[src/hw/rtl/serial_frame_receiver_defines.svh]
// ---------------------------------------------------------------------------
// Serial frame receiver assertion macros
// Shared concurrent assertion forms, clocked on clock and disabled in reset.
// ---------------------------------------------------------------------------
`ifndef SERIAL_FRAME_RECEIVER_DEFINES_SVH
`define SERIAL_FRAME_RECEIVER_DEFINES_SVH

// Consequent must hold in the same cycle as the antecedent.
`define SFR_ASSERT_NOW(label, ante, cons, msg) \
   label: assert property (@(posedge clock) disable iff (reset) (ante) |-> (cons)) \
      else $error(msg);

// Consequent must hold in the cycle after the antecedent.
`define SFR_ASSERT_NEXT(label, ante, cons, msg) \
   label: assert property (@(posedge clock) disable iff (reset) (ante) |=> (cons)) \
      else $error(msg);

`endif

[src/hw/rtl/sfr_pkg.sv]
// ---------------------------------------------------------------------------
// Serial frame receiver package
// Shared types, framing constants and the ones' complement adder.
// ---------------------------------------------------------------------------
package sfr_pkg;

   // Framing constants.
   localparam logic [7:0] SYNC_FIRST   = 8'h42;
   localparam logic [7:0] SYNC_SECOND  = 8'h53;
   localparam logic [7:0] HARD_MIN_LEN = 8'd8;
   localparam logic [7:0] HARD_MAX_LEN = 8'd64;
   localparam logic [5:0] HEADER_BYTES = 6'd3;
   localparam logic [15:0] SUM_GOOD    = 16'hFFFF;

   // Configuration port geometry and register indexes.
   localparam int CSR_INDEX_WIDTH = 1;
   localparam int CSR_DATA_WIDTH  = 7;
   localparam logic [CSR_INDEX_WIDTH-1:0] CSR_MIN_LENGTH = 1'b0;
   localparam logic [CSR_INDEX_WIDTH-1:0] CSR_MAX_LENGTH = 1'b1;
   localparam logic [CSR_DATA_WIDTH-1:0]  MIN_LENGTH_RESET = 7'd8;
   localparam logic [CSR_DATA_WIDTH-1:0]  MAX_LENGTH_RESET = 7'd64;

   // Receiver phase.
   typedef enum logic [1:0] {
      PH_HUNT1  = 2'd0,
      PH_HUNT2  = 2'd1,
      PH_LENGTH = 2'd2,
      PH_BODY   = 2'd3
   } sfr_phase_type;

   // One buffered input transaction.
   typedef struct packed {
      logic       valid;
      logic [7:0] rx_byte;
   } sfr_in_type;

   // Length limits from the configuration registers.
   typedef struct packed {
      logic [CSR_DATA_WIDTH-1:0] min_length;
      logic [CSR_DATA_WIDTH-1:0] max_length;
   } sfr_len_cfg_type;

   // Ones' complement 16-bit addition with end-around carry.
   function automatic logic [15:0] ones_add(input logic [15:0] a, input logic [15:0] b);
      logic [16:0] sum;
      sum = {1'b0, a} + {1'b0, b};
      return sum[15:0] + {15'd0, sum[16]};
   endfunction

endpackage

[src/hw/rtl/sfr_csr.sv]
// ---------------------------------------------------------------------------
// Serial frame receiver configuration registers
// Holds the minimum and maximum accepted frame length.
// ---------------------------------------------------------------------------
module sfr_csr (
   input  logic                                   clock,
   input  logic                                   reset,
   input  logic                                   csr_write,
   input  logic [sfr_pkg::CSR_INDEX_WIDTH-1:0]    csr_index,
   input  logic [sfr_pkg::CSR_DATA_WIDTH-1:0]     csr_wdata,
   output sfr_pkg::sfr_len_cfg_type               len_cfg
);
   import sfr_pkg::*;

   logic [CSR_DATA_WIDTH-1:0] min_length_ff;
   logic [CSR_DATA_WIDTH-1:0] max_length_ff;
   logic [CSR_DATA_WIDTH-1:0] min_length_in;
   logic [CSR_DATA_WIDTH-1:0] max_length_in;

   // Register write decode.
   always_comb begin
      min_length_in = min_length_ff;
      max_length_in = max_length_ff;
      if (csr_write) begin
         unique case (csr_index)
            CSR_MIN_LENGTH: min_length_in = csr_wdata;
            CSR_MAX_LENGTH: max_length_in = csr_wdata;
         endcase
      end
   end

   always_ff @(posedge clock) begin
      if (reset) begin
         min_length_ff <= MIN_LENGTH_RESET;
         max_length_ff <= MAX_LENGTH_RESET;
      end else begin
         min_length_ff <= min_length_in;
         max_length_ff <= max_length_in;
      end
   end

   assign len_cfg.min_length = min_length_ff;
   assign len_cfg.max_length = max_length_ff;

endmodule

[src/hw/rtl/sfr_input_stage.sv]
// ---------------------------------------------------------------------------
// Serial frame receiver input stage
// Registers each incoming byte transaction ahead of the parser.
// ---------------------------------------------------------------------------
module sfr_input_stage (
   input  logic                 clock,
   input  logic                 reset,
   input  logic                 req_valid,
   output logic                 req_stall,
   input  logic [7:0]           req_rx_byte,
   input  logic                 advance,
   output sfr_pkg::sfr_in_type  in_item
);
   import sfr_pkg::*;

   logic       in_valid_ff;
   logic       in_valid_in;
   logic [7:0] in_byte_ff;
   logic [7:0] in_byte_in;

   // The stage is blocked only while it holds a byte the parser cannot take.
   assign req_stall = in_valid_ff && !advance;

   always_comb begin
      in_valid_in = in_valid_ff;
      in_byte_in  = in_byte_ff;
      if (!req_stall) begin
         in_valid_in = req_valid;
         in_byte_in  = req_rx_byte;
      end
   end

   always_ff @(posedge clock) begin
      if (reset) begin
         in_valid_ff <= 1'b0;
      end else begin
         in_valid_ff <= in_valid_in;
      end
   end

   always_ff @(posedge clock) begin
      in_byte_ff <= in_byte_in;
   end

   assign in_item.valid   = in_valid_ff;
   assign in_item.rx_byte = in_byte_ff;

endmodule

[src/hw/rtl/sfr_parser.sv]
// ---------------------------------------------------------------------------
// Serial frame receiver parser
// Sync hunt, length check, checksum and frame id, with the result register.
// ---------------------------------------------------------------------------
`include "serial_frame_receiver_defines.svh"

module sfr_parser (
   input  logic                      clock,
   input  logic                      reset,
   input  sfr_pkg::sfr_in_type       in_item,
   input  sfr_pkg::sfr_len_cfg_type  len_cfg,
   output logic                      advance,
   output logic                      rsp_valid,
   input  logic                      rsp_stall,
   output logic [7:0]                rsp_data_byte,
   output logic [5:0]                rsp_position,
   output logic                      rsp_last_of_frame,
   output logic                      rsp_checksum_ok,
   output logic [15:0]               rsp_frame_id
);
   import sfr_pkg::*;

   // Frame state.
   sfr_phase_type phase_ff, phase_in;
   logic [5:0]  bytes_left_ff, bytes_left_in;
   logic [5:0]  byte_index_ff, byte_index_in;
   logic [15:0] running_sum_ff, running_sum_in;
   logic [7:0]  held_low_ff, held_low_in;
   logic        pair_half_ff, pair_half_in;
   logic [7:0]  id_high_ff, id_high_in;
   logic [7:0]  id_low_ff, id_low_in;

   // Result register.
   logic        rsp_valid_ff, rsp_valid_in;
   logic [7:0]  rsp_data_ff, rsp_data_in;
   logic [5:0]  rsp_pos_ff, rsp_pos_in;
   logic        rsp_last_ff, rsp_last_in;
   logic        rsp_ok_ff, rsp_ok_in;
   logic [15:0] rsp_id_ff, rsp_id_in;

   logic        process;
   logic [7:0]  b;
   logic        len_ok;
   logic        last;
   logic [15:0] pair_sum;
   logic [15:0] final_sum;

   // The result register frees up when it is empty or being taken.
   assign advance = !rsp_valid_ff || !rsp_stall;
   assign process = in_item.valid && advance;
   assign b       = in_item.rx_byte;

   assign len_ok = (b >= HARD_MIN_LEN) && (b <= HARD_MAX_LEN) &&
                   (b >= {1'b0, len_cfg.min_length}) && (b <= {1'b0, len_cfg.max_length});
   assign last   = (bytes_left_ff == 6'd1);

   // Next phase.
   always_comb begin
      phase_in = phase_ff;
      if (process) begin
         unique case (phase_ff)
            PH_HUNT1:  if (b == SYNC_FIRST) phase_in = PH_HUNT2;
            PH_HUNT2:  phase_in = (b == SYNC_SECOND) ? PH_LENGTH : PH_HUNT1;
            PH_LENGTH: phase_in = len_ok ? PH_BODY : PH_HUNT1;
            PH_BODY:   if (last) phase_in = PH_HUNT1;
            default:   phase_in = PH_HUNT1;
         endcase
      end
   end

   // Frame datapath and result outputs.
   always_comb begin
      bytes_left_in  = bytes_left_ff;
      byte_index_in  = byte_index_ff;
      running_sum_in = running_sum_ff;
      held_low_in    = held_low_ff;
      pair_half_in   = pair_half_ff;
      id_high_in     = id_high_ff;
      id_low_in      = id_low_ff;

      pair_sum  = ones_add(running_sum_ff, {b, held_low_ff});
      final_sum = running_sum_ff;

      rsp_valid_in = rsp_valid_ff && rsp_stall;
      rsp_data_in  = rsp_data_ff;
      rsp_pos_in   = rsp_pos_ff;
      rsp_last_in  = rsp_last_ff;
      rsp_ok_in    = rsp_ok_ff;
      rsp_id_in    = rsp_id_ff;

      if (process && phase_ff == PH_LENGTH && len_ok) begin
         // Seed the frame: sync pair summed, length byte waits for its partner.
         bytes_left_in  = b[5:0] - HEADER_BYTES;
         byte_index_in  = HEADER_BYTES;
         running_sum_in = {SYNC_SECOND, SYNC_FIRST};
         held_low_in    = b;
         pair_half_in   = 1'b1;
      end

      if (process && phase_ff == PH_BODY) begin
         if (byte_index_ff == 6'd3) id_high_in = b;
         if (byte_index_ff == 6'd4) id_low_in = b;

         if (pair_half_ff) begin
            running_sum_in = pair_sum;
            pair_half_in   = 1'b0;
         end else begin
            held_low_in  = b;
            pair_half_in = 1'b1;
         end

         // A trailing odd byte enters the sum with a zero high byte.
         final_sum = pair_half_in ? ones_add(running_sum_in, {8'h00, held_low_in})
                                  : running_sum_in;

         bytes_left_in = bytes_left_ff - 6'd1;
         byte_index_in = byte_index_ff + 6'd1;

         rsp_valid_in = 1'b1;
         rsp_data_in  = b;
         rsp_pos_in   = byte_index_ff;
         rsp_last_in  = last;
         rsp_ok_in    = last && (final_sum == SUM_GOOD);
         rsp_id_in    = last ? {id_high_ff, id_low_ff} : 16'h0000;
      end
   end

   always_ff @(posedge clock) begin
      if (reset) begin
         phase_ff      <= PH_HUNT1;
         bytes_left_ff <= 6'd0;
         byte_index_ff <= 6'd0;
         rsp_valid_ff  <= 1'b0;
      end else begin
         phase_ff      <= phase_in;
         bytes_left_ff <= bytes_left_in;
         byte_index_ff <= byte_index_in;
         rsp_valid_ff  <= rsp_valid_in;
      end
   end

   always_ff @(posedge clock) begin
      running_sum_ff <= running_sum_in;
      held_low_ff    <= held_low_in;
      pair_half_ff   <= pair_half_in;
      id_high_ff     <= id_high_in;
      id_low_ff      <= id_low_in;
      rsp_data_ff    <= rsp_data_in;
      rsp_pos_ff     <= rsp_pos_in;
      rsp_last_ff    <= rsp_last_in;
      rsp_ok_ff      <= rsp_ok_in;
      rsp_id_ff      <= rsp_id_in;
   end

   assign rsp_valid         = rsp_valid_ff;
   assign rsp_data_byte     = rsp_data_ff;
   assign rsp_position      = rsp_pos_ff;
   assign rsp_last_of_frame = rsp_last_ff;
   assign rsp_checksum_ok   = rsp_ok_ff;
   assign rsp_frame_id      = rsp_id_ff;

   // Checks on frame bookkeeping.
   `SFR_ASSERT_NOW(a_body_has_bytes, phase_ff == PH_BODY, bytes_left_ff != 6'd0, "body with no bytes left")
   `SFR_ASSERT_NEXT(a_last_rehunts, process && phase_ff == PH_BODY && last, phase_ff == PH_HUNT1, "no rehunt after last byte")
   `SFR_ASSERT_NOW(a_fields_zero, rsp_valid_ff && !rsp_last_ff, !rsp_ok_ff && rsp_id_ff == 16'h0000, "frame fields set before last")
   `SFR_ASSERT_NOW(a_position_floor, rsp_valid_ff, rsp_pos_ff >= HEADER_BYTES, "result inside the header")

endmodule

[src/hw/rtl/serial_frame_receiver.sv]
// ---------------------------------------------------------------------------
// Serial frame receiver
// Sync/length framed byte receiver with a ones' complement frame checksum.
// ---------------------------------------------------------------------------
//   Channel  Direction  Handshake            Payload
//   req      in         req_valid/req_stall  rx_byte
//   rsp      out        rsp_valid/rsp_stall  data_byte, position, last_of_frame,
//                                            checksum_ok, frame_id
//   csr      in         csr_write            csr_index, csr_wdata
//
// One byte is taken per cycle while req_stall is low; a byte reaches rsp through
// the input register, then the parser's result register.
// Reset is synchronous: the receiver hunts for the first sync byte and the length
// limits return to 8 and 64.
// rsp_stall holds the result register; req_stall rises only while the input
// register is full and the result register cannot load.
// ---------------------------------------------------------------------------
module serial_frame_receiver (
   input  logic                                 clock,
   input  logic                                 reset,
   input  logic                                 req_valid,
   output logic                                 req_stall,
   input  logic [7:0]                           req_rx_byte,
   output logic                                 rsp_valid,
   input  logic                                 rsp_stall,
   output logic [7:0]                           rsp_data_byte,
   output logic [5:0]                           rsp_position,
   output logic                                 rsp_last_of_frame,
   output logic                                 rsp_checksum_ok,
   output logic [15:0]                          rsp_frame_id,
   input  logic                                 csr_write,
   input  logic [sfr_pkg::CSR_INDEX_WIDTH-1:0]  csr_index,
   input  logic [sfr_pkg::CSR_DATA_WIDTH-1:0]   csr_wdata
);
   import sfr_pkg::*;

   sfr_in_type      in_item;
   sfr_len_cfg_type len_cfg;
   logic            advance;

   sfr_csr u_csr (
      .clock     (clock),
      .reset     (reset),
      .csr_write (csr_write),
      .csr_index (csr_index),
      .csr_wdata (csr_wdata),
      .len_cfg   (len_cfg)
   );

   sfr_input_stage u_input (
      .clock       (clock),
      .reset       (reset),
      .req_valid   (req_valid),
      .req_stall   (req_stall),
      .req_rx_byte (req_rx_byte),
      .advance     (advance),
      .in_item     (in_item)
   );

   sfr_parser u_parser (
      .clock             (clock),
      .reset             (reset),
      .in_item           (in_item),
      .len_cfg           (len_cfg),
      .advance           (advance),
      .rsp_valid         (rsp_valid),
      .rsp_stall         (rsp_stall),
      .rsp_data_byte     (rsp_data_byte),
      .rsp_position      (rsp_position),
      .rsp_last_of_frame (rsp_last_of_frame),
      .rsp_checksum_ok   (rsp_checksum_ok),
      .rsp_frame_id      (rsp_frame_id)
   );

endmodule
[config.mk]
export PLATFORM = sky130hd
export DESIGN_NAME = serial_frame_receiver
export DESIGN_NICKNAME = d
export VERILOG_FILES = /design/src/hw/rtl/sfr_pkg.sv /design/src/hw/rtl/sfr_csr.sv /design/src/hw/rtl/sfr_input_stage.sv /design/src/hw/rtl/sfr_parser.sv /design/src/hw/rtl/serial_frame_receiver.sv
export VERILOG_INCLUDE_DIRS = /design/src /design/src/hw/rtl
export SDC_FILE = /design/constraint.sdc
export NUM_CORES = 1
export LEC_CHECK = 0
export ABC_CLOCK_PERIOD_IN_PS = 7500
export BUFFER_PORTS_ARGS = -buffer_cell sky130_fd_sc_hd__buf_2
export CORE_AREA = 2 2 115 117
export CTS_CLUSTER_SIZE = 40
export DETAILED_ROUTE_END_ITERATION = 8
export DIE_AREA = 0 0 117 119
export PLACE_DENSITY = 0.76
export SETUP_SLACK_MARGIN = 0.5
export SYNTH_ARGS = -nofsm -noshare
export SYNTH_HDL_FRONTEND = slang
export SYNTH_SLANG_ARGS = --single-unit
[constraint.sdc]
create_clock -name clock -period 7.5 [get_ports clock]
set_clock_uncertainty 0.1 [all_clocks]
set_input_delay 0.375 -clock clock [delete_from_list [all_inputs] [get_ports clock]]
set_output_delay 0.375 -clock clock [all_outputs]
set_load 0.1 [all_outputs]
### Word level (Yosys, flattened, before mapping)

Index checks and enable logic that the tools add are counted.

| storage, ports and cells | value |
|---|---|
| register bits | 111 |
| input port bits | 21 |
| word-level logic and storage cells | 85 |

| operators by class | value |
|---|---|
| add/sub/neg operators | 7 |
| order comparisons | 4 |
| equal/unequal tests | 11 |
| muxes and demuxes | 23 |
| bitwise operators | 1 |
| reduce and logical (&&, ||, !) cells | 21 |

Operator list:

| operator | number |
|---|---|
| 16-bit two-way mux | 5 |
| 16-bit by 1-bit adder with 16-bit output | 2 |
| 8-bit two-way mux | 4 |
| 6-bit two-way mux | 4 |
| 16-bit by 16-bit adder with 17-bit output | 1 |
| 16-bit by 8-bit adder with 17-bit output | 1 |
| 16-bit equality test, second input constant | 1 |
| 8-bit by 7-bit equality test with 1-bit output, second input constant | 2 |
| 1-bit logical AND | 10 |
| 8-bit by 4-bit greater-or-equal comparator with 1-bit output, second input constant | 1 |
| 8-bit by 7-bit greater-or-equal comparator with 1-bit output | 1 |
| 8-bit by 7-bit <= comparator with 1-bit output | 1 |
| 8-bit by 7-bit <= comparator with 1-bit output, second input constant | 1 |
| 2-bit two-way mux | 4 |
| 2-bit one-hot mux with 4 select lines | 1 |
| 2-bit AND reduction | 4 |
| 6-bit by 1-bit adder with 6-bit output, second input constant | 1 |
| 6-bit by 1-bit equality test with 1-bit output, second input constant | 1 |
| 6-bit by 2-bit equality test with 1-bit output, second input constant | 1 |
| 6-bit by 3-bit equality test with 1-bit output, second input constant | 1 |
| 6-bit by 1-bit subtractor with 6-bit output, second input constant | 1 |
| 6-bit by 2-bit subtractor with 6-bit output, second input constant | 1 |
| 1-bit two-way mux | 5 |
| 2-bit equality test, second input constant | 2 |
| 8 further kinds | 11 |

### Longest topological paths before layout

Gate-level depths: netlist (run 1).

| logic depth | value |
|---|---|
| depth after elaboration | 13 |
| depth in mapped cells | 34 |
| mapped depth without buffers | 34 |

### Cells and area by module

A second synthesis (run 1) with hierarchy kept.

| second synthesis, totals | value |
|---|---|
| cell total of the unflattened synthesis | 767 |
| area, all modules | 7,163.1 µm² |

By module, submodules not included:

| module | instances | cells each | area each (µm²) |
|---|---|---|---|
| sfr_parser | 1 | 696 | 6,276.0 |
| sfr_csr | 1 | 57 | 589.3 |
| sfr_input_stage | 1 | 14 | 297.8 |

### Worst setup path before layout (run 1)

OpenSTA, ideal clock, no wires.

| timing | value |
|---|---|
| kind | flip-flop to flip-flop |
| start point | reg u_input.in_byte_ff[5] |
| end point | reg u_parser.rsp_ok_ff (netlist: u_parser.rsp_checksum_ok) (data pin) |
| arrival | 6,370 ps |
| required time | 7,220 ps |
| setup slack | 851 ps |
| cell stages (with the launch flop) | 28 |
| path buffers | 0 |
| cells stage by stage | edfxtp_1 > ha_1 > a21o_1 > a211oi_1 > nor2_1 > nor4_1 > nand2_1 > nand2_1 > mux2_2 > ha_1 > inv_1 > fa_1 > nor2b_1 > o21ai_0 > nand2b_1 > a21o_1 > a21o_1 > a31o_2 > nand4_4 > nor4b_1 > ha_1 > ha_1 > or4_1 > a21oi_1 > o2111ai_1 > a211o_1 > a221o_1 > o41ai_2 |

| on the way | value |
|---|---|
| cells in the longest elaborated chain, start to end | 13 |
| elaborated cells on any way between the ends | 21 |
| those cells by class | add/sub: 4; order compare: 4; eq/ne: 1; mux: 7; reduce/logical: 5 |

RTL lines:

| element | RTL line | text |
|---|---|---|
| from (decl) | sfr_input_stage.sv:18 | `logic [7:0] in_byte_ff;` |
| from (signal assigned) | sfr_input_stage.sv:42 | `in_byte_ff <= in_byte_in;` |
| parallel branches: the longest is 10 deep, another holds 16-bit by 16-bit adder with 17-bit output | - |  |
| 16-bit two-way mux * | sfr_parser.sv:113 | `final_sum = pair_half_in ? ones_add(running_sum_in, {8'h00, held_low_in})` |
| 16-bit equality test * | sfr_parser.sv:123 | `rsp_ok_in = last && (final_sum == SUM_GOOD);` |
| 1-bit logical AND * | sfr_parser.sv:123 |  |
| to (signal assigned) | sfr_parser.sv:151 | `rsp_ok_ff <= rsp_ok_in;` |
| to (decl) | sfr_parser.sv:38 | `logic rsp_ok_ff, rsp_ok_in;` |

Every way passes the cells marked *. The select of a mux whose other input is x is not followed.
A chain may end at the register's enable or synchronous reset.

### Worst setup path after layout (run 1)

| timing | value |
|---|---|
| start point | reg u_parser.held_low_ff[0] |
| end point | reg u_parser.rsp_ok_ff (netlist: u_parser.rsp_checksum_ok) (data pin) |

| on the way | value |
|---|---|
| cells in the longest elaborated chain, start to end | 9 |
| elaborated cells on any way between the ends | 12 |
| those cells by class | add/sub: 4; eq/ne: 1; mux: 6; reduce/logical: 1 |

RTL lines:

| element | RTL line | text |
|---|---|---|
| from (decl) | sfr_parser.sv:28 | `logic [7:0] held_low_ff, held_low_in;` |
| from (signal assigned) | sfr_parser.sv:144 | `held_low_ff <= held_low_in;` |
| 16-bit by 16-bit adder with 17-bit output | sfr_pkg.sv:46 | `sum = {1'b0, a} + {1'b0, b};` |
| 16-bit by 1-bit adder with 16-bit output | sfr_pkg.sv:47 | `return sum[15:0] + {15'd0, sum[16]};` |
| 16-bit two-way mux | sfr_parser.sv:104 | `if (pair_half_ff) begin` |
| 16-bit two-way mux | sfr_parser.sv:100 | `if (process && phase_ff == PH_BODY) begin` |
| 16-bit by 8-bit adder with 17-bit output | sfr_pkg.sv:46 |  |
| 16-bit by 1-bit adder with 16-bit output | sfr_pkg.sv:47 |  |
| 16-bit two-way mux * | sfr_parser.sv:113 |  |
| 16-bit equality test * | sfr_parser.sv:123 |  |
| 1-bit logical AND * | sfr_parser.sv:123 |  |

Mark *: on every way between the ends. The rest lies on a longest branch, timed or not. The select of a mux whose other input is x is not followed.

==> results of run 1 <==
kinds of logic (layout without fill, tap and decap cells):
logic type                 count (synthesis)  count (layout)
AOI/OAI and AO/OA                        183             183
xor gates and xnor gates                  38              38
adders and majority gates                 51              51
buffers and inverters                     62             139
DFF                                      111             111
muxes                                     21              21
and+or+nand+nor                          255             255
where the power goes:
part | total, uW | internal (uW) | switching [uW]
combinational | 92.3 | 38.0 | 54.2
sequential | 647 | 640 | 6.40
clock | 483 | 236 | 247
total | 1220 | 914 | 308
metal layers:
metal / wire [um] / track usage, % / up-vias
li1: - / - / 2808
met1: 7610 / 33.7 / 2749
met2: 8090 / 40.2 / 277
met3: 1270 / 4.33 / 52
met4: 755 / 12.4 / 0
met5: 0 / 0 / -
cell usage in the layout (no fill, tap or decap), types with 4 or more instances in the layout:
| cell | n |
|---|---|
| nand4_1 | 8 |
| ha_2 | 5 |
| xor2_1 | 16 |
| nand2_1 | 59 |
| dfxtp_1 | 54 |
| mux2_2 | 12 |
| a211oi_1 | 9 |
| and2_1 | 22 |
| a211o_1 | 8 |
| clkbuf_16 | 9 |
| a21o_1 | 13 |
| o211ai_1 | 7 |
| nand3_1 | 28 |
| xnor2_1 | 17 |
| or4_1 | 4 |
| a31oi_1 | 6 |
| inv_1 | 36 |
| mux2i_1 | 9 |
| nand2b_1 | 7 |
| ha_1 | 43 |
| and3_1 | 12 |
| or3_1 | 5 |
| nor3_1 | 15 |
| a21oi_1 | 50 |
| buf_4 | 31 |
| nor4_1 | 6 |
| nor2b_1 | 6 |
| edfxtp_1 | 57 |
| a21oi_2 | 4 |
| nor2_1 | 53 |
| buf_2 | 54 |
| o21ai_0 | 38 |
area by class of cell:
type | count | share of cell area, %
multi-input cells | 548 | 50.4
repair buffers | 85 | 6.31
flip-flops and latches | 111 | 35.0
clock buffers | 9 | 2.82
well taps | 176 | 2.76
clock inverters | 7 | 0.863
inverters | 38 | 1.79
through the flow:
| stage | total power [uW] | instance area, um2 |
|---|---|---|
| 5_1_grt | 1250 | 7980 |
| 3_3_place_gp | 740 | 7370 |
| 6_report | 1220 | 7980 |
| 2_1_floorplan | 715 | 6880 |
| 4_1_cts | 1220 | 7770 |
| 3_5_place_dp | 743 | 7370 |
cell usage after synthesis (13+ instances only):
cell type / instances / area, um2
nand2_1: 59 / 221
edfxtp_1: 57 / 1710
dfxtp_1: 54 / 1080
nor2_1: 53 / 199
a21oi_1: 52 / 260
ha_1: 49 / 613
o21ai_0: 39 / 195
inv_1: 37 / 139
nand3_1: 28 / 140
and2_1: 22 / 138
clkbuf_1: 21 / 78.8
xnor2_1: 18 / 158
xor2_1: 17 / 149
nor3_1: 15 / 75.1
a21o_1: 13 / 97.6
repair_timing:
item / 4_1_cts / 5_1_grt
endpoints found under the hold margin: 0 / 0
endpoints found under the setup margin: 1 / 1
setup buffers: 2 / 17
resized for setup: 18 / 14
pin swaps: 6 / 9
path summary, 6_finish.rpt:
kind                                         startpoint                       end  slack (ps)  depth (start not counted)
worst max register to register  u_parser.held_low_ff[0]  u_parser.rsp_checksum_ok         750                         31
worst max-delay path            u_parser.held_low_ff[0]  u_parser.rsp_checksum_ok         750                         31
worst min register to register   u_csr.max_length_ff[3]    u_csr.max_length_ff[3]         360                          2
worst min-delay path                     req_rx_byte[5]     u_input.in_byte_ff[5]          80                          1
sequential cells by signal, summed over array words and instances, names as in the netlist:
name / flops
u_csr.max_length_ff: 7
u_csr.min_length_ff: 7
u_input.in_byte_ff: 8
u_input.in_valid_ff: 1
u_parser.byte_index_ff: 6
u_parser.bytes_left_ff: 6
u_parser.held_low_ff: 8
u_parser.id_high_ff: 8
u_parser.id_low_ff: 8
u_parser.pair_half_ff: 1
u_parser.phase_ff: 2
u_parser.rsp_checksum_ok: 1
u_parser.rsp_data_byte: 8
u_parser.rsp_frame_id: 16
u_parser.rsp_last_of_frame: 1
u_parser.rsp_position: 6
u_parser.rsp_valid: 1
u_parser.running_sum_ff: 16
==> summary.md, run 1 <==
| Metric | Value |
|---|---|
| Status | `complete, no violations` |
| Max stage delay on crit path | `360 ps` |
| IO Pins | `55` |
| # fillers | `1046` |
| RSZ-0062 raised after global routing | `false` |
| TNS Setup | `0 ps` |
| Yosys warning total | `0` |
| Initial Utilization | `53.4%` |
| Largest family of logic cells by synthesized area | `simple AND/OR/NAND/NOR gates` |
| Max cap viols | `0` |
| Leak | `0.00330 uW` |
| Worst-case clock buffer depth | `2` |
| Post-Synthesis Cells | `721` |
| Routed wire length | `17.7 mm` |
| Std cell rows | `42` |
| Multi-input logic area | `4020 um2` |
| Worst-Skew Late Latency | `370 ps` |
| Cell Pwr Density | `153 nW/um2` |
| Seq/Total Area, Yosys | `40.6%` |
| Hold Path Class | `primary input to register` |
| DP HPWL | `12.4 mm` |
| Post-route DRC | `0` |
| Critical Path RT | `7580 ps` |
| H-tree Lvls | `3` |
| Simple-gate share of the synthesized area | `19.4%` |
| Syn_nets | `793` |
| DP Cell Count | `939` |
| Post-synthesis adder-cell area fraction | `9.50%` |
| Root Buffer Master | `clkbuf_16` |
| Hold_ws | `80.0 ps` |
| Final min period | `6750 ps` |
| Core Region | `12900 um2` |
| Core Util, Final | `61.9%` |
| Ant diodes | `0` |
| PnR worst setup slack | `752 ps` |
| Reg area | `2790 um2` |
| Vias per cell | `6.04` |
| Initial antenna violation count | `0` |
| Final Hold Viols | `0` |
| Dpl ws | `114 ps` |
| Crit path max-delay family | `compound AO/OA/AOI/OAI gates` |
| Crit path max-delay cell type | `dfxtp_1` |
| Layout area overhead | `16.0%` |
| Max Fclk | `148 MHz` |
| Grt total ovfl | `0` |
| CTS Buf Count | `9` |
| Worst-Margin Slew | `888 ps` |
| CP max FO | `4` |
| Finish-stage setup viols | `0` |
| Avg Cell Area, Syn | `9.54 um2` |
| DR pass1 iterations | `7` |
| Synth Register Bits | `111` |
| Layout cells sized above 1 | `20.7%` |
| CTS tree | `yes` |
| Relative slew slack | `40.4%` |
| Final non-filler cell total | `974` |
| Post-DRT Antenna Nets | `0` |
| Largest net degree at the start of global routing | `38` |
| Post-synth EDFFs | `57` |
| Per-cell routed wire length | `18.2 um` |
| Ys flop type | `edfxtp_1` |
| Vias in the first global route | `5610` |
| Sink Count | `111` |
| Mux cell area share after synthesis | `3.28%` |
| Worst EP arrival | `6830 ps` |
| Buffers & Inverters on Critical Path | `1` |
| Crit share post-route | `90.0%` |
| DR iter-0 viols | `398` |
| Port Buf Inserts | `54` |
| Distinct cells, synth | `80` |
| Reg clk slew, reported paths | `80 ps` |
| Die X-Extent | `117 um` |
| Synthesized area | `6880 um2` |
| Crit end category | `register` |
| CP startpoint kind | `register` |
| Hold_buf cts | `0` |
| First-pass GRT wire length | `27.7 mm` |
| Final #Nets | `865` |
| Max-slew violations | `0` |
| Crit Path Class | `register to register` |
| Detailed-route via count | `5886` |
| Final GP Congestion | `0.951` |
| Ys async rst share | `0%` |
| Complex-gate fraction of the synthesized area | `18.6%` |
| Die height | `119 um` |
| GRT Util Overall | `25.5%` |
| Synth Area in XOR/XNOR | `5.17%` |
| Die ar. | `13900 um2` |
| Peak VDD IR | `100 uV` |
(Power assumes the default switching activity.)
==> run 2, diff against run 1 <==
--- a/config.mk
+++ b/config.mk
@@ -6,12 +6,13 @@
 export SDC_FILE = /design/constraint.sdc
 export NUM_CORES = 1
 export LEC_CHECK = 0
+export ABC_AREA = 1
 export ABC_CLOCK_PERIOD_IN_PS = 7500
 export BUFFER_PORTS_ARGS = -buffer_cell sky130_fd_sc_hd__buf_2
-export CORE_AREA = 2 2 115 117
+export CORE_AREA = 2 2 118 120
 export CTS_CLUSTER_SIZE = 40
 export DETAILED_ROUTE_END_ITERATION = 8
-export DIE_AREA = 0 0 117 119
+export DIE_AREA = 0 0 120 122
 export PLACE_DENSITY = 0.76
 export SETUP_SLACK_MARGIN = 0.5
 export SYNTH_ARGS = -nofsm -noshare
==> run 2 against run 1 <==
Final area grew 5.2%. Critical path depth grew 18. Flip-flop and latch count is the same. First-iteration DRC count grew 42%. Area after synthesis grew 4.7%. Final cell count grew 28%. Clock-buffer cell count grew 1.
==> summary.md, run 2 <==
| Metric | Value |
|---|---|
| Layout cells sized above 1 | `18.1%` |
| Initial antenna violation count | `0` |
| Busiest grt layer | `met2` |
| HP Start | `req_rx_byte[4]` |
| CP startpoint kind | `register` |
| GRT met2 Usage | `43.1%` |
| Peak VDD IR | `139 uV` |
| Final #Nets | `1130` |
| Seq/Total Area, Yosys | `38.8%` |
| GR Util met1 | `32.1%` |
| Root Buffer Master | `clkbuf_16` |
| Synth cell count leaders | `nand2_1, inv_1, nor2_1` |
| Crit share post-route | `87.4%` |
| Die X-Extent | `120 um` |
| Commonest cells after routing, fill and taps aside | `nand2_1, inv_1, nor2_1` |
| Crit Path Class | `register to register` |
| TNS Setup | `0 ps` |
| Worst R2R Path Depth | `49` |
| Post-DP Area | `7680 um2` |
| H-tree Lvls | `3` |
| Min-Delay Path Depth | `1` |
| Final Hold Viols | `0` |
| Terminus of the critical flop-to-flop path | `u_parser.rsp_checksum_ok` |
| Sink Count | `111` |
| Detailed-route via count | `6713` |
| Max Fclk | `153 MHz` |
| Worst-Margin Slew | `1150 ps` |
| Area contributors post-synth | `edfxtp_1, dfxtp_1, nand2_1, ha_1, inv_1` |
| Post-route DRC | `0` |
| Hold EP | `u_input.in_byte_ff[4]` |
| CTS tree | `yes` |
| Finish-stage setup viols | `0` |
| Routed wire length | `18.6 mm` |
| Std cell rows | `43` |
| Crit end category | `register` |
| Syn_nets | `1048` |
| First-pass GRT wire length | `29.1 mm` |
| Largest net degree at the start of global routing | `74` |
| Vias in the first global route | `6133` |
| RSZ-0062 raised after global routing | `false` |
| Max stage delay on crit path | `400 ps` |
| Commonest non-fill, non-tap cell in the layout | `nand2_1` |
| Final min period | `6550 ps` |
| Distinct cells, synth | `44` |
| Ys flop type | `edfxtp_1` |
| DR iter-0 viols | `567` |
| Synthesized area | `7200 um2` |
| Die ar. | `14600 um2` |
| Vias per cell | `5.40` |
| Cell Pwr Density | `167 nW/um2` |
| Layout area overhead | `16.6%` |
| Core Region | `13500 um2` |
| Synth Register Bits | `111` |
| Final GP Congestion | `0.967` |
| CTS Buf Count | `9` |
| Port Buf Inserts | `54` |
| Grt total ovfl | `0` |
| Per-cell routed wire length | `14.9 um` |
| Relative slew slack | `23.0%` |
| DR pass1 iterations | `6` |
| Worst-Skew Late Latency | `360 ps` |
| Leak | `0.00389 uW` |
| GRT Util Overall | `25.3%` |
| Top-area cell type share of the netlist area | `23.8%` |
| Critical Path RT | `7620 ps` |
| IO Pins | `55` |
| Post-DRT Antenna Nets | `0` |
| Max cap viols | `0` |
| Ys async rst share | `0%` |
| DP HPWL | `13.4 mm` |
| Ant diodes | `0` |
| Die height | `122 um` |
| Flop-to-flop setup slack | `950 ps` |
| Yosys top cell by area | `edfxtp_1` |
| Initial Utilization | `53.3%` |
| Most frequent cell after synthesis | `nand2_1` |
| Post-Synthesis Cells | `976` |
| Hold_buf cts | `0` |
| Most repeated library cell on the critical path | `nand2_1` |
| Final instance area | `8390 um2` |
| Yosys warning total | `0` |
| Post-synth EDFFs | `57` |
| Status | `complete, no violations` |
| Hold Path Class | `primary input to register` |
| Avg Cell Area, Syn | `7.38 um2` |
| GR Util met3 | `3.93%` |
| Worst-case clock buffer depth | `2` |
| Reg clk slew, reported paths | `80 ps` |
| Crit path max-delay cell type | `or3b_4` |
| CP max FO | `3` |
| Worst EP arrival | `6670 ps` |
| R2R Path Start | `u_parser.running_sum_ff[0]` |
| Max-slew violations | `0` |
## run 2: cell count changes in the layout (fill, tap and decap cells not counted), sizes merged, moves of 9 or more
cell    delta
nand2    +178
inv      +121
nor2      +50
nand3     +38
o21ai     +32
and2      -21
xnor2     -14
a21o      -13
mux2      -12
xor2      -12
nand4     +11
and3      -10
a211oi     -9
nand2b     -9
## run 2: how the worst max path moves through the flow
stage | startpoint | to | slack [ps] | cells past startpoint
finish | u_parser.running_sum_ff[0] | u_parser.rsp_checksum_ok | 950 | 49
global route | u_parser.running_sum_ff[0] | u_parser.rsp_checksum_ok | 470 | 48
CTS | u_parser.held_low_ff[0] | u_parser.rsp_checksum_ok | 520 | 47
detailed placement | u_parser.held_low_ff[0] | u_parser.rsp_checksum_ok | 540 | 48
global placement | u_parser.held_low_ff[0] | u_parser.rsp_checksum_ok | 620 | 47
floorplan | u_parser.rsp_valid | u_parser.rsp_checksum_ok | 1380 | 41
## run 2: where the power goes
group | internal, uW | switching (uW) | total [uW]
registers | 644 | 8.27 | 652
clock network | 233 | 238 | 471
logic | 106 | 177 | 282
## run 2: layout make-up
cell class,instances,area (um2)
Fill cell,1182,5110
Timing Repair Buffer,90,557
Clock buffer,10,229
Sequential cell,111,2800
Multi-Input combinational cell,683,3920
Tap cell,180,225
Inverter,163,612
Clock inverter,6,52.6
## run 2: cells by family (layout without fill, tap and decap cells)
kind of cell	count (synthesis)	in the layout	share of synthesized area (%)
XOR/XNOR	12	12	1.46
multiplexers	3	3	0.417
AO/OA/AOI/OAI	163	163	12.4
flip-flops	111	111	38.8
adder cells (fa/ha/maj)	51	51	9.07
AND/OR/NAND/NOR	454	454	28.4
buffers and inverters	182	269	9.53
## run 2: metal layers
layer | part of all wire (%) | vias to the layer above
met5 | 0 | -
met4 | 3.3 | 0
met3 | 6.0 | 55
met2 | 48 | 231
met1 | 43 | 3058
li1 | - | 3369
## run 2: what timing repair did
item	in CTS	in global routing
pin swaps	0	27
setup endpoints to repair	1	1
gates cloned	0	0
buffers inserted	0	29
gates resized for setup	1	49
## run 2: metrics by stage
step           util [%]  instances  power [uW]  worst slack [ps]  hold slack [ps]
2_1_floorplan         -        976         849              1380              308
3_3_place_gp       56.9       1198         906               621              321
3_5_place_dp       56.9       1198         909               543              323
4_1_cts            59.0       1214        1370               515             81.3
5_1_grt            62.1       1243        1470               469             80.3
6_report           62.1       1243        1410               948             83.8
## run 2: critical path: cells and delay by family, from the launching register on
kind | cells | cell delay, ps
DFF | 1 | 360
and+or+nand+nor | 30 | 3230
AOI/OAI and AO/OA | 8 | 980
adders and majority gates | 6 | 1390
buffers and inverters | 5 | 340
==> run 3, diff against run 2 <==
--- a/config.mk
+++ b/config.mk
@@ -14,6 +14,7 @@
 export DETAILED_ROUTE_END_ITERATION = 8
 export DIE_AREA = 0 0 120 122
 export PLACE_DENSITY = 0.76
+export RECOVER_POWER = 25
 export SETUP_SLACK_MARGIN = 0.5
 export SYNTH_ARGS = -nofsm -noshare
 export SYNTH_HDL_FRONTEND = slang
==> run 3 against run 2 <==
Sequential share of layout area is 0.12 points higher. Worst setup slack lost 210 ps. First-iteration DRC count decreased by 7.9%. Flip-flop and latch count did not move. Final cell count did not move. Clock-buffer cell count is the same.
==> summary.md, run 3 (synthesis gave the netlist of run 2 again) <==
| Metric | Value |
|---|---|
| Critical Path RT | `7620 ps` |
| Root Buffer Master | `clkbuf_16` |
| Finish-stage setup viols | `0` |
| Crit path max-delay cell type | `edfxtp_1` |
| Critical Path Start | `u_input.in_byte_ff[5]` |
| Worst-Margin Slew | `1130 ps` |
| Crit Path Class | `register to register` |
| Die X-Extent | `120 um` |
| Grt total ovfl | `0` |
| Initial Utilization | `53.3%` |
| Reg clk slew, reported paths | `80 ps` |
| IO Pins | `55` |
| Final Hold Viols | `0` |
| Detailed-route via count | `6761` |
| H-tree Lvls | `3` |
| Sink Count | `111` |
| DR iter-0 viols | `522` |
| Routed wire length | `18.5 mm` |
| Layout cells sized above 1 | `17.3%` |
| Die height | `122 um` |
| DP HPWL | `13.4 mm` |
| Crit share post-route | `90.2%` |
| Worst R2R Path Depth | `42` |
| Hold Path Class | `primary input to register` |
| Initial antenna violation count | `0` |
| CP endpoint | `u_parser.rsp_checksum_ok` |
| Flop-to-flop setup slack | `730 ps` |
| Core Region | `13500 um2` |
| Die ar. | `14600 um2` |
| CTS Buf Count | `9` |
| RSZ-0062 raised after global routing | `false` |
| Layout area overhead | `16.1%` |
| Port Buf Inserts | `54` |
| Dpl ws | `543 ps` |
| Std cell rows | `43` |
| TNS Setup | `0 ps` |
| Max stage delay on crit path | `470 ps` |
| PnR worst setup slack | `734 ps` |
| Final min period | `6770 ps` |
| Terminus of the critical flop-to-flop path | `u_parser.rsp_checksum_ok` |
| Cell Pwr Density | `168 nW/um2` |
| Post-route DRC | `0` |
| Max-slew violations | `0` |
| Worst-Skew Late Latency | `360 ps` |
| Worst-case clock buffer depth | `2` |
| Commonest non-fill, non-tap cell in the layout | `nand2_1` |
| Final GP Congestion | `0.967` |
| Final Power | `1400 uW` |
| Max Fclk | `148 MHz` |
| Commonest cells after routing, fill and taps aside | `nand2_1, inv_1, nor2_1` |
| Vias per cell | `5.44` |
| Status | `complete, no violations` |
| Largest net degree at the start of global routing | `74` |
| Vias in the first global route | `6133` |
| Per-cell routed wire length | `14.9 um` |
| CP startpoint kind | `register` |
| Most repeated library cell on the critical path | `nand2_1` |
| Crit end category | `register` |
| Max cap viols | `0` |
| R2R Path Start | `u_input.in_byte_ff[5]` |
| Relative slew slack | `24.2%` |
| CP max FO | `6` |
| DR pass1 iterations | `5` |
| Peak VDD IR | `139 uV` |
| Hold_buf cts | `0` |
| Leak | `0.00386 uW` |
| Ant diodes | `0` |
| GRT Util Overall | `25.3%` |
| First-pass GRT wire length | `29.1 mm` |
| Worst EP arrival | `6890 ps` |
| Post-DRT Antenna Nets | `0` |
| Final #Nets | `1130` |
| CTS tree | `yes` |
run 3: layout make-up:
class	count	area, um2
clock inverters	6	52.6
multi-input cells	683	3920
repair buffers	90	526
fillers	1192	5140
flip-flops and latches	111	2800
well taps	180	225
inverters	163	612
clock buffers	10	229
run 3: what timing repair did:
action,4_1_cts,5_1_grt
hold endpoints to repair,0,0
setup endpoints to repair,1,1
pin swaps,0,27
gates resized for setup,1,49
buffers inserted,0,29
run 3: worst max-delay path, delay by kind of cell (launching register included):
family | cells | cell delay (ps)
and+or+nand+nor | 22 | 2530
buffers and inverters | 3 | 530
adders and majority gates | 6 | 1580
AOI/OAI and AO/OA | 11 | 1420
DFF | 1 | 470
run 3: metal layers:
layer  part of all wire, %  up-vias  track usage, %
met1                    43     3088            32.1
met3                   5.9       53            3.93
met2                    48      246            43.1
met5                     0        -               0
li1                      -     3374               -
met4                   3.3        0            10.6
run 3: worst min path at each step:
| stage | from | endpoint | depth (start not counted) |
|---|---|---|---|
| after global placement | u_parser.byte_index_ff[5] | u_parser.rsp_position[5] | 0 |
| after CTS | req_rx_byte[4] | u_input.in_byte_ff[4] | 1 |
| after floorplan | u_parser.byte_index_ff[5] | u_parser.rsp_position[5] | 0 |
| after global routing | req_rx_byte[4] | u_input.in_byte_ff[4] | 1 |
| final | req_rx_byte[4] | u_input.in_byte_ff[4] | 1 |
| after detailed placement | u_parser.byte_index_ff[5] | u_parser.rsp_position[5] | 0 |
run 3: through the flow:
step	hold WS, ps	cell area, um2	utilization (%)	std cells
2_1_floorplan	308	7200	-	976
3_3_place_gp	321	7680	56.9	1198
3_5_place_dp	323	7680	56.9	1198
4_1_cts	81.3	7970	59.0	1214
5_1_grt	80.3	8360	61.9	1243
6_report	85.4	8360	61.9	1243
run 3: where the power goes:
part	switching, uW	internal (uW)	total (uW)
Sequential	8.08	644	652
Clock	237	233	469
Combinational	177	104	280
Total	421	980	1400
